[src/ecad_pkg.sv]
`timescale 1ns / 1ps
// ----------------------------------------------------------------------------
// ecad_pkg
// shared types and constants of the eye-closure alarm detector
// ----------------------------------------------------------------------------
package ecad_pkg;

    localparam int COORD_BITS_DEF      = 12;
    localparam int RATIO_FRAC_BITS_DEF = 12;

    localparam int FIELD_W    = 24;
    localparam int RATIO_W    = 16;
    localparam int COUNT_W    = 16;
    localparam int CFG_IDX_W  = 4;
    localparam int CFG_DATA_W = 16;

    // configuration register indexes
    localparam logic [CFG_IDX_W-1:0] REG_RATIO_THRESHOLD = CFG_IDX_W'(0);
    localparam logic [CFG_IDX_W-1:0] REG_ALARM_FRAMES    = CFG_IDX_W'(1);

    localparam logic [RATIO_W-1:0] RATIO_THRESHOLD_RST = RATIO_W'(369);
    localparam logic [COUNT_W-1:0] ALARM_FRAMES_RST    = COUNT_W'(48);

    localparam logic [RATIO_W-1:0] RATIO_MAX = {RATIO_W{1'b1}};
    localparam logic [COUNT_W-1:0] COUNT_MAX = {COUNT_W{1'b1}};

    typedef struct packed {
        logic [FIELD_W-1:0] left_p0;
        logic [FIELD_W-1:0] left_p1;
        logic [FIELD_W-1:0] left_p2;
        logic [FIELD_W-1:0] left_p3;
        logic [FIELD_W-1:0] left_p4;
        logic [FIELD_W-1:0] left_p5;
        logic [FIELD_W-1:0] right_p0;
        logic [FIELD_W-1:0] right_p1;
        logic [FIELD_W-1:0] right_p2;
        logic [FIELD_W-1:0] right_p3;
        logic [FIELD_W-1:0] right_p4;
        logic [FIELD_W-1:0] right_p5;
    } t_frame;

    typedef struct packed {
        logic [RATIO_W-1:0] avg_ratio;
        logic               eye_closed;
        logic [COUNT_W-1:0] closed_count;
        logic               alarm;
    } t_result;

    typedef struct packed {
        logic [CFG_IDX_W-1:0]  index;
        logic [CFG_DATA_W-1:0] value;
    } t_cfg;

    // sequencing strobes for the serial units
    typedef struct packed {
        logic load;
        logic step;
    } t_seq_ctl;

endpackage

[src/ecad_chan_if.sv]
`timescale 1ns / 1ps
// ----------------------------------------------------------------------------
// ecad_chan_if
// valid/ready channel carrying one payload beat of type T
// ----------------------------------------------------------------------------
interface ecad_chan_if #(
    parameter type T = logic
);
    logic valid;
    logic ready;
    T     data;

    modport source (output valid, output data, input ready);
    modport sink   (input valid, input data, output ready);
endinterface

[src/ecad_sqr.sv]
`timescale 1ns / 1ps
// ----------------------------------------------------------------------------
// ecad_sqr
// bit-serial squarer: one multiplier bit per step, COORD_BITS steps
// ----------------------------------------------------------------------------
module ecad_sqr #(
    parameter int COORD_BITS = 12
) (
    input  logic                    i_clk,
    input  ecad_pkg::t_seq_ctl      i_ctl,
    input  logic [COORD_BITS-1:0]   i_d,
    output logic [2*COORD_BITS-1:0] o_sq
);
    import ecad_pkg::*;

    logic [COORD_BITS-1:0]   r_d;
    logic [2*COORD_BITS-1:0] r_p;
    logic [COORD_BITS:0]     n_sum;

    // upper half accumulates, lower half shifts the multiplier out
    always_comb begin
        n_sum = {1'b0, r_p[2*COORD_BITS-1:COORD_BITS]}
              + (r_p[0] ? {1'b0, r_d} : {(COORD_BITS+1){1'b0}});
    end

    always_ff @(posedge i_clk) begin
        if (i_ctl.load) begin
            r_d <= i_d;
            r_p <= {{COORD_BITS{1'b0}}, i_d};
        end else if (i_ctl.step) begin
            r_p <= {n_sum, r_p[COORD_BITS-1:1]};
        end
    end

    assign o_sq = r_p;

endmodule

[src/ecad_div.sv]
`timescale 1ns / 1ps
// ----------------------------------------------------------------------------
// ecad_div
// restoring divider for one eye ratio, one quotient bit per step
// ----------------------------------------------------------------------------
module ecad_div #(
    parameter int COORD_BITS      = 12,
    parameter int RATIO_FRAC_BITS = 12
) (
    input  logic                      i_clk,
    input  ecad_pkg::t_seq_ctl        i_ctl,
    input  logic [2*COORD_BITS+1:0]   i_ab,
    input  logic [2*COORD_BITS:0]     i_c,
    output logic [ecad_pkg::RATIO_W-1:0] o_q
);
    import ecad_pkg::*;

    localparam int SH = (RATIO_FRAC_BITS > RATIO_W) ? RATIO_FRAC_BITS : RATIO_W;
    localparam int WR = 2*COORD_BITS + 2 + SH;

    logic [WR-1:0]      r_rem;
    logic [WR-1:0]      r_dsh;
    logic [RATIO_W-1:0] r_q;
    logic               r_sat;

    logic [WR-1:0] n_num;
    logic [WR-1:0] n_lim;
    logic          n_ge;

    always_comb begin
        n_num = WR'({i_ab, {RATIO_FRAC_BITS{1'b0}}});
        // quotient overflows when num >= (2c) << ratio width
        n_lim = WR'({i_c, {(RATIO_W+1){1'b0}}});
        n_ge  = (r_rem >= r_dsh);
    end

    always_ff @(posedge i_clk) begin
        if (i_ctl.load) begin
            r_sat <= (i_c == '0) || (n_num >= n_lim);
            r_rem <= n_num;
            r_dsh <= WR'({i_c, {RATIO_W{1'b0}}});
            r_q   <= '0;
        end else if (i_ctl.step) begin
            if (n_ge) begin
                r_rem <= r_rem - r_dsh;
            end
            r_dsh <= {1'b0, r_dsh[WR-1:1]};
            r_q   <= {r_q[RATIO_W-2:0], n_ge};
        end
    end

    assign o_q = r_sat ? RATIO_MAX : r_q;

endmodule

[src/eye_closure_alarm_detector.sv]
`timescale 1ns / 1ps
// ----------------------------------------------------------------------------
// eye_closure_alarm_detector
// eye aspect ratio from two sets of eye landmarks, closed-eye frame counter
// and drowsiness alarm
// ----------------------------------------------------------------------------
// One frame beat carries six landmark points per eye, x in the low
// COORD_BITS bits of each field and y in the next COORD_BITS bits. For each
// eye the block squares the six coordinate differences in bit-serial
// squarers (one multiplier bit per cycle), forms A+B and C, and divides
// (A+B)/(2C) in a restoring divider that yields one quotient bit per cycle,
// saturating to the maximum when C is zero or the ratio overflows. The two
// ratios are averaged and compared with ratio_threshold; consecutive closed
// frames are counted (saturating) and alarm is set when the count reaches
// alarm_frames. Each frame beat gives exactly one result beat. After a
// frame is accepted the squarers run their pass, the A+B and C sums are
// registered, the dividers are loaded and run, and the done state writes
// the result register once it is free, waiting there while an earlier
// result is still held. One frame is in flight at a time; the next frame
// is taken while an earlier result still waits in the output register.
// Configuration writes are always accepted and are meant for when no
// frame is in flight.
// ----------------------------------------------------------------------------
module eye_closure_alarm_detector #(
    parameter int COORD_BITS      = ecad_pkg::COORD_BITS_DEF,
    parameter int RATIO_FRAC_BITS = ecad_pkg::RATIO_FRAC_BITS_DEF
) (
    input  logic        i_clk,
    input  logic        i_rst_n,
    ecad_chan_if.sink   i_frame,
    ecad_chan_if.source o_result,
    ecad_chan_if.sink   i_cfg
);
    import ecad_pkg::*;

    localparam int CB     = COORD_BITS;
    localparam int NLANE  = 12;
    localparam int MAXSTP = (CB > RATIO_W) ? CB : RATIO_W;
    localparam int CNT_W  = $clog2(MAXSTP);

    typedef enum logic [2:0] {
        S_IDLE,
        S_SQ,
        S_SUM,
        S_LOAD,
        S_DIV,
        S_DONE
    } t_state;

    t_state r_state;
    logic [CNT_W-1:0] r_cnt;

    // configuration registers
    logic [RATIO_W-1:0] r_ratio_threshold;
    logic [COUNT_W-1:0] r_alarm_frames;
    logic [COUNT_W-1:0] r_closed_frames;

    // per-eye sums
    logic [2*CB+1:0] r_ab [2];
    logic [2*CB:0]   r_c  [2];

    logic          r_out_valid;
    t_result       r_out;

    logic          w_accept;
    logic          w_out_free;
    t_seq_ctl      w_sq_ctl;
    t_seq_ctl      w_div_ctl;
    logic [31:0]   w_pts [NLANE];
    logic [2*CB-1:0] w_sq [NLANE];
    logic [RATIO_W-1:0] w_ratio [2];

    logic [RATIO_W:0]   n_avg_sum;
    logic [RATIO_W-1:0] n_avg;
    logic               n_closed;
    logic [COUNT_W-1:0] n_count;
    logic               n_alarm;
    logic [2*CB+1:0]    n_ab [2];
    logic [2*CB:0]      n_c  [2];

    assign w_accept   = i_frame.valid && i_frame.ready;
    assign w_out_free = !r_out_valid || o_result.ready;

    assign i_frame.ready = (r_state == S_IDLE);
    assign i_cfg.ready   = 1'b1;

    assign w_sq_ctl  = '{load: w_accept,           step: (r_state == S_SQ)};
    assign w_div_ctl = '{load: (r_state == S_LOAD), step: (r_state == S_DIV)};

    // landmark fields widened so that x and y selects stay in range
    assign w_pts[0]  = {8'b0, i_frame.data.left_p0};
    assign w_pts[1]  = {8'b0, i_frame.data.left_p1};
    assign w_pts[2]  = {8'b0, i_frame.data.left_p2};
    assign w_pts[3]  = {8'b0, i_frame.data.left_p3};
    assign w_pts[4]  = {8'b0, i_frame.data.left_p4};
    assign w_pts[5]  = {8'b0, i_frame.data.left_p5};
    assign w_pts[6]  = {8'b0, i_frame.data.right_p0};
    assign w_pts[7]  = {8'b0, i_frame.data.right_p1};
    assign w_pts[8]  = {8'b0, i_frame.data.right_p2};
    assign w_pts[9]  = {8'b0, i_frame.data.right_p3};
    assign w_pts[10] = {8'b0, i_frame.data.right_p4};
    assign w_pts[11] = {8'b0, i_frame.data.right_p5};

    // squarer lanes: per eye, pairs A (p1,p5), B (p2,p4), C (p0,p3), x then y
    for (genvar e = 0; e < 2; e++) begin : g_eye
        for (genvar k = 0; k < 3; k++) begin : g_pair
            for (genvar a = 0; a < 2; a++) begin : g_axis
                localparam int PA = e*6 + ((k == 0) ? 1 : (k == 1) ? 2 : 0);
                localparam int PB = e*6 + ((k == 0) ? 5 : (k == 1) ? 4 : 3);
                localparam int LN = e*6 + k*2 + a;

                logic [CB-1:0] w_ca;
                logic [CB-1:0] w_cb;
                logic [CB-1:0] w_d;

                assign w_ca = w_pts[PA][a*CB +: CB];
                assign w_cb = w_pts[PB][a*CB +: CB];
                assign w_d  = (w_ca >= w_cb) ? (w_ca - w_cb) : (w_cb - w_ca);

                ecad_sqr #(
                    .COORD_BITS (CB)
                ) u_sqr (
                    .i_clk (i_clk),
                    .i_ctl (w_sq_ctl),
                    .i_d   (w_d),
                    .o_sq  (w_sq[LN])
                );
            end
        end

        assign n_ab[e] = (2*CB+2)'(w_sq[e*6+0]) + (2*CB+2)'(w_sq[e*6+1])
                       + (2*CB+2)'(w_sq[e*6+2]) + (2*CB+2)'(w_sq[e*6+3]);
        assign n_c[e]  = (2*CB+1)'(w_sq[e*6+4]) + (2*CB+1)'(w_sq[e*6+5]);

        ecad_div #(
            .COORD_BITS      (CB),
            .RATIO_FRAC_BITS (RATIO_FRAC_BITS)
        ) u_div (
            .i_clk (i_clk),
            .i_ctl (w_div_ctl),
            .i_ab  (r_ab[e]),
            .i_c   (r_c[e]),
            .o_q   (w_ratio[e])
        );
    end

    // average, threshold and closed-frame counter
    always_comb begin
        n_avg_sum = {1'b0, w_ratio[0]} + {1'b0, w_ratio[1]};
        n_avg     = n_avg_sum[RATIO_W:1];
        n_closed  = (n_avg < r_ratio_threshold);
        if (!n_closed) begin
            n_count = '0;
        end else if (r_closed_frames == COUNT_MAX) begin
            n_count = r_closed_frames;
        end else begin
            n_count = r_closed_frames + COUNT_W'(1);
        end
        n_alarm = n_closed && (n_count >= r_alarm_frames);
    end

    // configuration writes
    always_ff @(posedge i_clk) begin
        if (!i_rst_n) begin
            r_ratio_threshold <= RATIO_THRESHOLD_RST;
            r_alarm_frames    <= ALARM_FRAMES_RST;
        end else if (i_cfg.valid && i_cfg.ready) begin
            unique case (i_cfg.data.index)
                REG_RATIO_THRESHOLD: r_ratio_threshold <= RATIO_W'(i_cfg.data.value);
                REG_ALARM_FRAMES:    r_alarm_frames    <= COUNT_W'(i_cfg.data.value);
                default: ;
            endcase
        end
    end

    // sequencer, counter state and output register
    always_ff @(posedge i_clk) begin
        if (!i_rst_n) begin
            r_state         <= S_IDLE;
            r_cnt           <= '0;
            r_out_valid     <= 1'b0;
            r_closed_frames <= '0;
        end else begin
            // in S_DONE the output register is either refilled or left waiting
            if (r_out_valid && o_result.ready && r_state != S_DONE) begin
                r_out_valid <= 1'b0;
            end
            unique case (r_state)
                S_IDLE: begin
                    if (w_accept) begin
                        r_state <= S_SQ;
                        r_cnt   <= '0;
                    end
                end
                S_SQ: begin
                    r_cnt <= r_cnt + CNT_W'(1);
                    if (r_cnt == CNT_W'(CB-1)) begin
                        r_state <= S_SUM;
                    end
                end
                S_SUM: begin
                    r_state <= S_LOAD;
                end
                S_LOAD: begin
                    r_state <= S_DIV;
                    r_cnt   <= '0;
                end
                S_DIV: begin
                    r_cnt <= r_cnt + CNT_W'(1);
                    if (r_cnt == CNT_W'(RATIO_W-1)) begin
                        r_state <= S_DONE;
                    end
                end
                S_DONE: begin
                    // commit only once the output register can take the beat
                    if (w_out_free) begin
                        r_out_valid     <= 1'b1;
                        r_closed_frames <= n_count;
                        r_state         <= S_IDLE;
                    end
                end
                default: r_state <= S_IDLE;
            endcase
        end
    end

    // payload registers
    always_ff @(posedge i_clk) begin
        if (r_state == S_SUM) begin
            r_ab[0] <= n_ab[0];
            r_ab[1] <= n_ab[1];
            r_c[0]  <= n_c[0];
            r_c[1]  <= n_c[1];
        end
        if (r_state == S_DONE && w_out_free) begin
            r_out.avg_ratio    <= n_avg;
            r_out.eye_closed   <= n_closed;
            r_out.closed_count <= n_count;
            r_out.alarm        <= n_alarm;
        end
    end

    assign o_result.valid = r_out_valid;
    assign o_result.data  = r_out;

endmodule

[src/flat_wrapper.sv]
// flat-port wrapper written by rule: the top's interface ports become plain ports
module eye_closure_alarm_detector_flat import ecad_pkg::*;
#(
    parameter int COORD_BITS      = ecad_pkg::COORD_BITS_DEF,
    parameter int RATIO_FRAC_BITS = ecad_pkg::RATIO_FRAC_BITS_DEF
)
  (i_clk, i_rst_n, i_frame_valid, i_frame_data, i_frame_ready, o_result_valid, o_result_data, o_result_ready, i_cfg_valid, i_cfg_data, i_cfg_ready);
  ecad_chan_if #(.T(t_frame)) i_frame_i ();
  ecad_chan_if #(.T(t_result)) o_result_i ();
  ecad_chan_if #(.T(t_cfg)) i_cfg_i ();
  input  logic i_clk;
  input  logic i_rst_n;
  input wire logic [$bits(i_frame_i.valid)-1:0] i_frame_valid;
  input wire logic [$bits(i_frame_i.data)-1:0] i_frame_data;
  output wire logic [$bits(i_frame_i.ready)-1:0] i_frame_ready;
  output wire logic [$bits(o_result_i.valid)-1:0] o_result_valid;
  output wire logic [$bits(o_result_i.data)-1:0] o_result_data;
  input wire logic [$bits(o_result_i.ready)-1:0] o_result_ready;
  input wire logic [$bits(i_cfg_i.valid)-1:0] i_cfg_valid;
  input wire logic [$bits(i_cfg_i.data)-1:0] i_cfg_data;
  output wire logic [$bits(i_cfg_i.ready)-1:0] i_cfg_ready;
  assign i_frame_i.valid = i_frame_valid;
  assign i_frame_i.data = i_frame_data;
  assign i_frame_ready = i_frame_i.ready;
  assign o_result_valid = o_result_i.valid;
  assign o_result_data = o_result_i.data;
  assign o_result_i.ready = o_result_ready;
  assign i_cfg_i.valid = i_cfg_valid;
  assign i_cfg_i.data = i_cfg_data;
  assign i_cfg_ready = i_cfg_i.ready;
  eye_closure_alarm_detector #(.COORD_BITS(COORD_BITS), .RATIO_FRAC_BITS(RATIO_FRAC_BITS)) u_core (.i_clk(i_clk), .i_rst_n(i_rst_n), .i_frame(i_frame_i), .o_result(o_result_i), .i_cfg(i_cfg_i));
endmodule
[config.mk]
export PLATFORM = sky130hd
export DESIGN_NAME = eye_closure_alarm_detector_flat
export DESIGN_NICKNAME = d
export VERILOG_FILES = /design/src/ecad_pkg.sv /design/src/ecad_chan_if.sv /design/src/ecad_sqr.sv /design/src/ecad_div.sv /design/src/eye_closure_alarm_detector.sv /design/src/flat_wrapper.sv
export SDC_FILE = /design/constraint.sdc
export NUM_CORES = 2
export LEC_CHECK = 0
export BUFFER_PORTS_ARGS = -buffer_cell sky130_fd_sc_hd__clkbuf_2
export CAP_MARGIN = 40
export CELL_PAD_IN_SITES_DETAIL_PLACEMENT = 0
export CELL_PAD_IN_SITES_GLOBAL_PLACEMENT = 1
export CORE_AREA = 2 2 341 343
export CTS_CLUSTER_DIAMETER = 60
export DETAILED_ROUTE_END_ITERATION = 10
export DIE_AREA = 0 0 343 345
export GPL_TIMING_DRIVEN = 0
export PLACE_DENSITY = 0.9
export RECOVER_POWER = 25
export SLEW_MARGIN = 20
export SYNTH_ARGS = -nofsm -noshare
export SYNTH_HDL_FRONTEND = slang
export SYNTH_SLANG_ARGS = --single-unit
[constraint.sdc]
create_clock -name i_clk -period 16.7 [get_ports i_clk]
set_input_delay 5.01 -clock i_clk [delete_from_list [all_inputs] [get_ports i_clk]]
set_output_delay 5.01 -clock i_clk [all_outputs]
set_load 0.03 [all_outputs]
==> impl_metrics.ini <==
[yosys]
syn_nets = 7631
synth_ff_type = edfxtp_1
synth.yosys.warnings = 0
synth_largest_area_cell = edfxtp_1
synthesis.area_sq_um = 60490
synth_area_leaders = edfxtp_1, ha_1, dfxtp_1
synth_edf_count = 528
syn-instance-count = 6491
netlist-cell-type-count = 90
async_flop_share_pct = 0
synth_top_area_share_pct = 26.21
avgSynthCellArea_sq_um = 9.319
synth-seq-area-share_pct = 36.01
synth-seq-cells = 824

[timing]
setup_viol = 0
drv_slew = 53
period_share_pct = 49.27
finalClockSkew_ns = 0.03284
relSlewSlack_pct = -73.41
max_freq_mhz = 121.5
setup-tns-final_ns = 0
tightest_slew_ns = 2.587
rsz0062_at_grt = no
hold_viol_final = 0
fin_crit_ns = 8.229

[route]
totalWireLength_um = 161200
detail-route-antenna-nets = 0
routedWlPerCell_um = 18.78
viasPerCell = 5.669
drc_errors = 0
drtPass1Iterations = 6
vias = 48660
drt_iter0_markers = 4206

[hold_path]
min_path_type = flop to flop

[power_and_ir_drop]
p_switching_mw = 3.974
clkPwrFrac_pct = 21.4
p_comb_share_pct = 47.0
vdd_drop_max_mv = 0.1470
power_density_nw_per_um2 = 147.5
switching_share_pct = 39.71
p_int_mw = 6.032
p_leak_nw = 30.76
pwr-share-seq_pct = 31.7

[clock_network]
numCtsBuffers = 94
cts_setup_buffers = 0
hold_buffers = 0
root_buffer = clkbuf_16
worst_skew_pair.late_latency_ns = 0.67
cts.repair.resized = 0
clockBufferDepth = 3
cts_htree_levels = 3
cts.sinks = 824
cts_tree = yes
clk_pin_slew_ns = 0.06

[critical_path]
crit_fanout = 10
crit_required_ns = 17.22
worst_ep_arrival_time_ns = 8.75
criticalPathCategory = input port to flop
slowest_delay_ns = 0.72
cpMaxStageDelayCell = xnor2_1
start_kind = input port
crit_path_frequent_cell = nand2_1
crit_chain = clkbuf_2 > inv_1 > ha_1 > fa_1 > nor2b_1 > o21ai_0 > nand2b_1 > a41o_1 > a31oi_1 > o211ai_1 > clkbuf_1 > mux2i_1 > xnor2_1 > nand2_1 > nand2_1
path_delay_family = buffers and inverters
crit_path_end_kind = flop
worst-path-buf-inv = 3

[die]
core_sq_um = 115100
ios = 350
start_util_pct = 52.55
die_height_um = 345
fp.dieW_um = 343
rows = 125
dieArea_sq_um = 118300

[global_routing]
grt.total_usage_pct = 26.71
antenna_found_initial = 3
grt_overflow = 0
grt_pass1_wl_um = 251600
first_global_vias = 46590
grt_max_degree = 54

[placement]
gp_congestion = 0.9282
portBuffers = 348
dp.final_hpwl_um = 129100

[final_layout]
final_core_util_pct = 58.92
final.fill_count = 10010
synthToLayoutAreaGrowth_pct = 12.13
drive_gt1_share_pct = 9.565
final_nets = 8117

[status]
failed_checks = max-capacitance violations, max-slew violations
status = finished, violations left

[flow_run]
maxCapViolCount = 1
[metrics by stage]
stage | worst slack, ns | area [sq um] | total power [mW] | hold slack (ns) | instances
3_5_place_dp | 7.809 | 64670 | 7.787 | 0.4416 | 8402
3_3_place_gp | 1.854 | 64140 | 7.675 | 0.4382 | 8363
6_report | 8.471 | 67830 | 10.01 | 0.4492 | 8583
2_1_floorplan | 5.857 | 60490 | 6.430 | 0.4316 | 6491
5_1_grt | 8.202 | 67820 | 10.62 | 0.4682 | 8582
4_1_cts | 8.490 | 67860 | 9.950 | 0.4501 | 8578
[final cells by class]
class,count,area [sq um],share of cell area [%]
diodes,2,5.005,0.007379
clock inverters,53,566.8,0.8357
inverters,614,2307,3.402
repair buffers,390,2230,3.287
clock buffers,123,2628,3.874
plain buffers,219,852.1,1.256
well taps,1524,1907,2.811
flip-flops and latches,824,21780,32.11
multi-input cells,4834,35550,52.41
[tightest hold or removal path: stages, from the launching register on]
cell	delay, ns
dfxtp_1	0.30
nand2_1	0.05
a21oi_1	0.05
[power by group through the flow]
stage / Combinational (mW) / Sequential [mW] / Clock [mW]
CTS: 4.64 / 3.15 / 2.15
global route: 5.18 / 3.20 / 2.24
global placement: 4.46 / 3.22 / 0
finish: 4.70 / 3.17 / 2.14
detailed placement: 4.59 / 3.19 / 0
floorplan: 3.37 / 3.06 / 0
[synthesized netlist by cell type, drive strengths merged, types with 42 or more instances]
| master | count |
|---|---|
| a21o | 245 |
| o21bai | 44 |
| mux2 | 57 |
| nor2b | 115 |
| a211oi | 44 |
| inv | 611 |
| and2 | 161 |
| a31oi | 42 |
| o21ai | 421 |
| nor3 | 69 |
| a22o | 62 |
| nor2 | 290 |
| o22ai | 60 |
| dfxtp | 296 |
| nand3 | 64 |
| xnor2 | 230 |
| mux2i | 96 |
| nand2 | 788 |
| clkbuf | 198 |
| ha | 690 |
| a21oi | 431 |
| fa | 137 |
| nand2b | 104 |
| nand4 | 50 |
| xor2 | 154 |
| edfxtp | 528 |
| o21a | 56 |
| or2 | 42 |
[kinds of logic (layout without fill, tap and decap cells)]
kind of cell | count (synthesis) | in the layout | share of synthesized area [%]
xor+xnor | 384 | 384 | 5.560
simple gates | 1798 | 1798 | 13.99
mux | 153 | 153 | 2.650
compound gates | 1671 | 1671 | 17.76
flops | 824 | 824 | 36.01
fa+ha+maj | 827 | 827 | 18.81
buf+inv | 833 | 1399 | 5.217
other cells | 1 | 3 | 0.006199
[cells in the final DEF (no fill, tap or decap), types with 29 or more instances in the layout]
cell type	count
nand2_1	788
ha_1	690
inv_1	610
edfxtp_1	528
a21oi_1	430
o21ai_0	406
clkbuf_2	349
dfxtp_1	296
nor2_1	290
a21o_1	245
xnor2_1	230
clkbuf_1	226
and2_1	158
xor2_1	154
fa_1	137
nor2b_1	115
nand2b_1	104
clkbuf_16	99
mux2i_1	96
nor3_1	69
nand3_1	64
a22o_1	62
o22ai_1	60
mux2_2	57
o21a_1	56
nand4_1	50
o21bai_1	44
a211oi_1	44
or2_2	42
a31oi_1	41
and3_1	32
a21boi_0	31
o31ai_1	29
[per-layer routing]
metal  up-vias  GRT usage [%]  part of all wire (%)
li1      23840              -                     -
met3       236          3.369                   7.4
met5         -              0                     0
met1     22990          37.47                    45
met2      1587          43.52                    46
met4         0          6.925                   2.5
[worst paths after layout]
kind	slack [ns]	depth (start not counted)	from	endpoint
worst min register to register	0.45	2	u_core.g_eye[0].u_div.r_q[15]	u_core.g_eye[0].u_div.r_q[15]
worst min-delay path	0.45	2	u_core.g_eye[0].u_div.r_q[15]	u_core.g_eye[0].u_div.r_q[15]
worst max register to register	8.96	34	u_core.g_eye[1].u_div.r_sat	u_core.o_result.data[0]
worst max-delay path	8.47	15	i_frame_data[120]	u_core.g_eye[1].g_pair[2].g_axis[0].u_sqr.o_sq[6]
[state kept, by name (all words and copies together), names as in the netlist]
signal,cells
u_core.o_result.data,34
u_core.r_c,50
u_core.r_cnt,4
u_core.r_ratio_threshold,16
u_core.r_ab,52
u_core.o_result.valid,1
u_core.r_closed_frames,16
u_core.g_eye.u_div.r_dsh,82
u_core.g_eye.g_pair.g_axis.u_sqr.o_sq,288
u_core.g_eye.u_div.r_sat,2
u_core.r_alarm_frames,16
u_core.r_state,3
u_core.g_eye.g_pair.g_axis.u_sqr.r_d,144
u_core.g_eye.u_div.r_q,32
u_core.g_eye.u_div.r_rem,84
No activity file was read; power rests on OpenSTA's default activity.
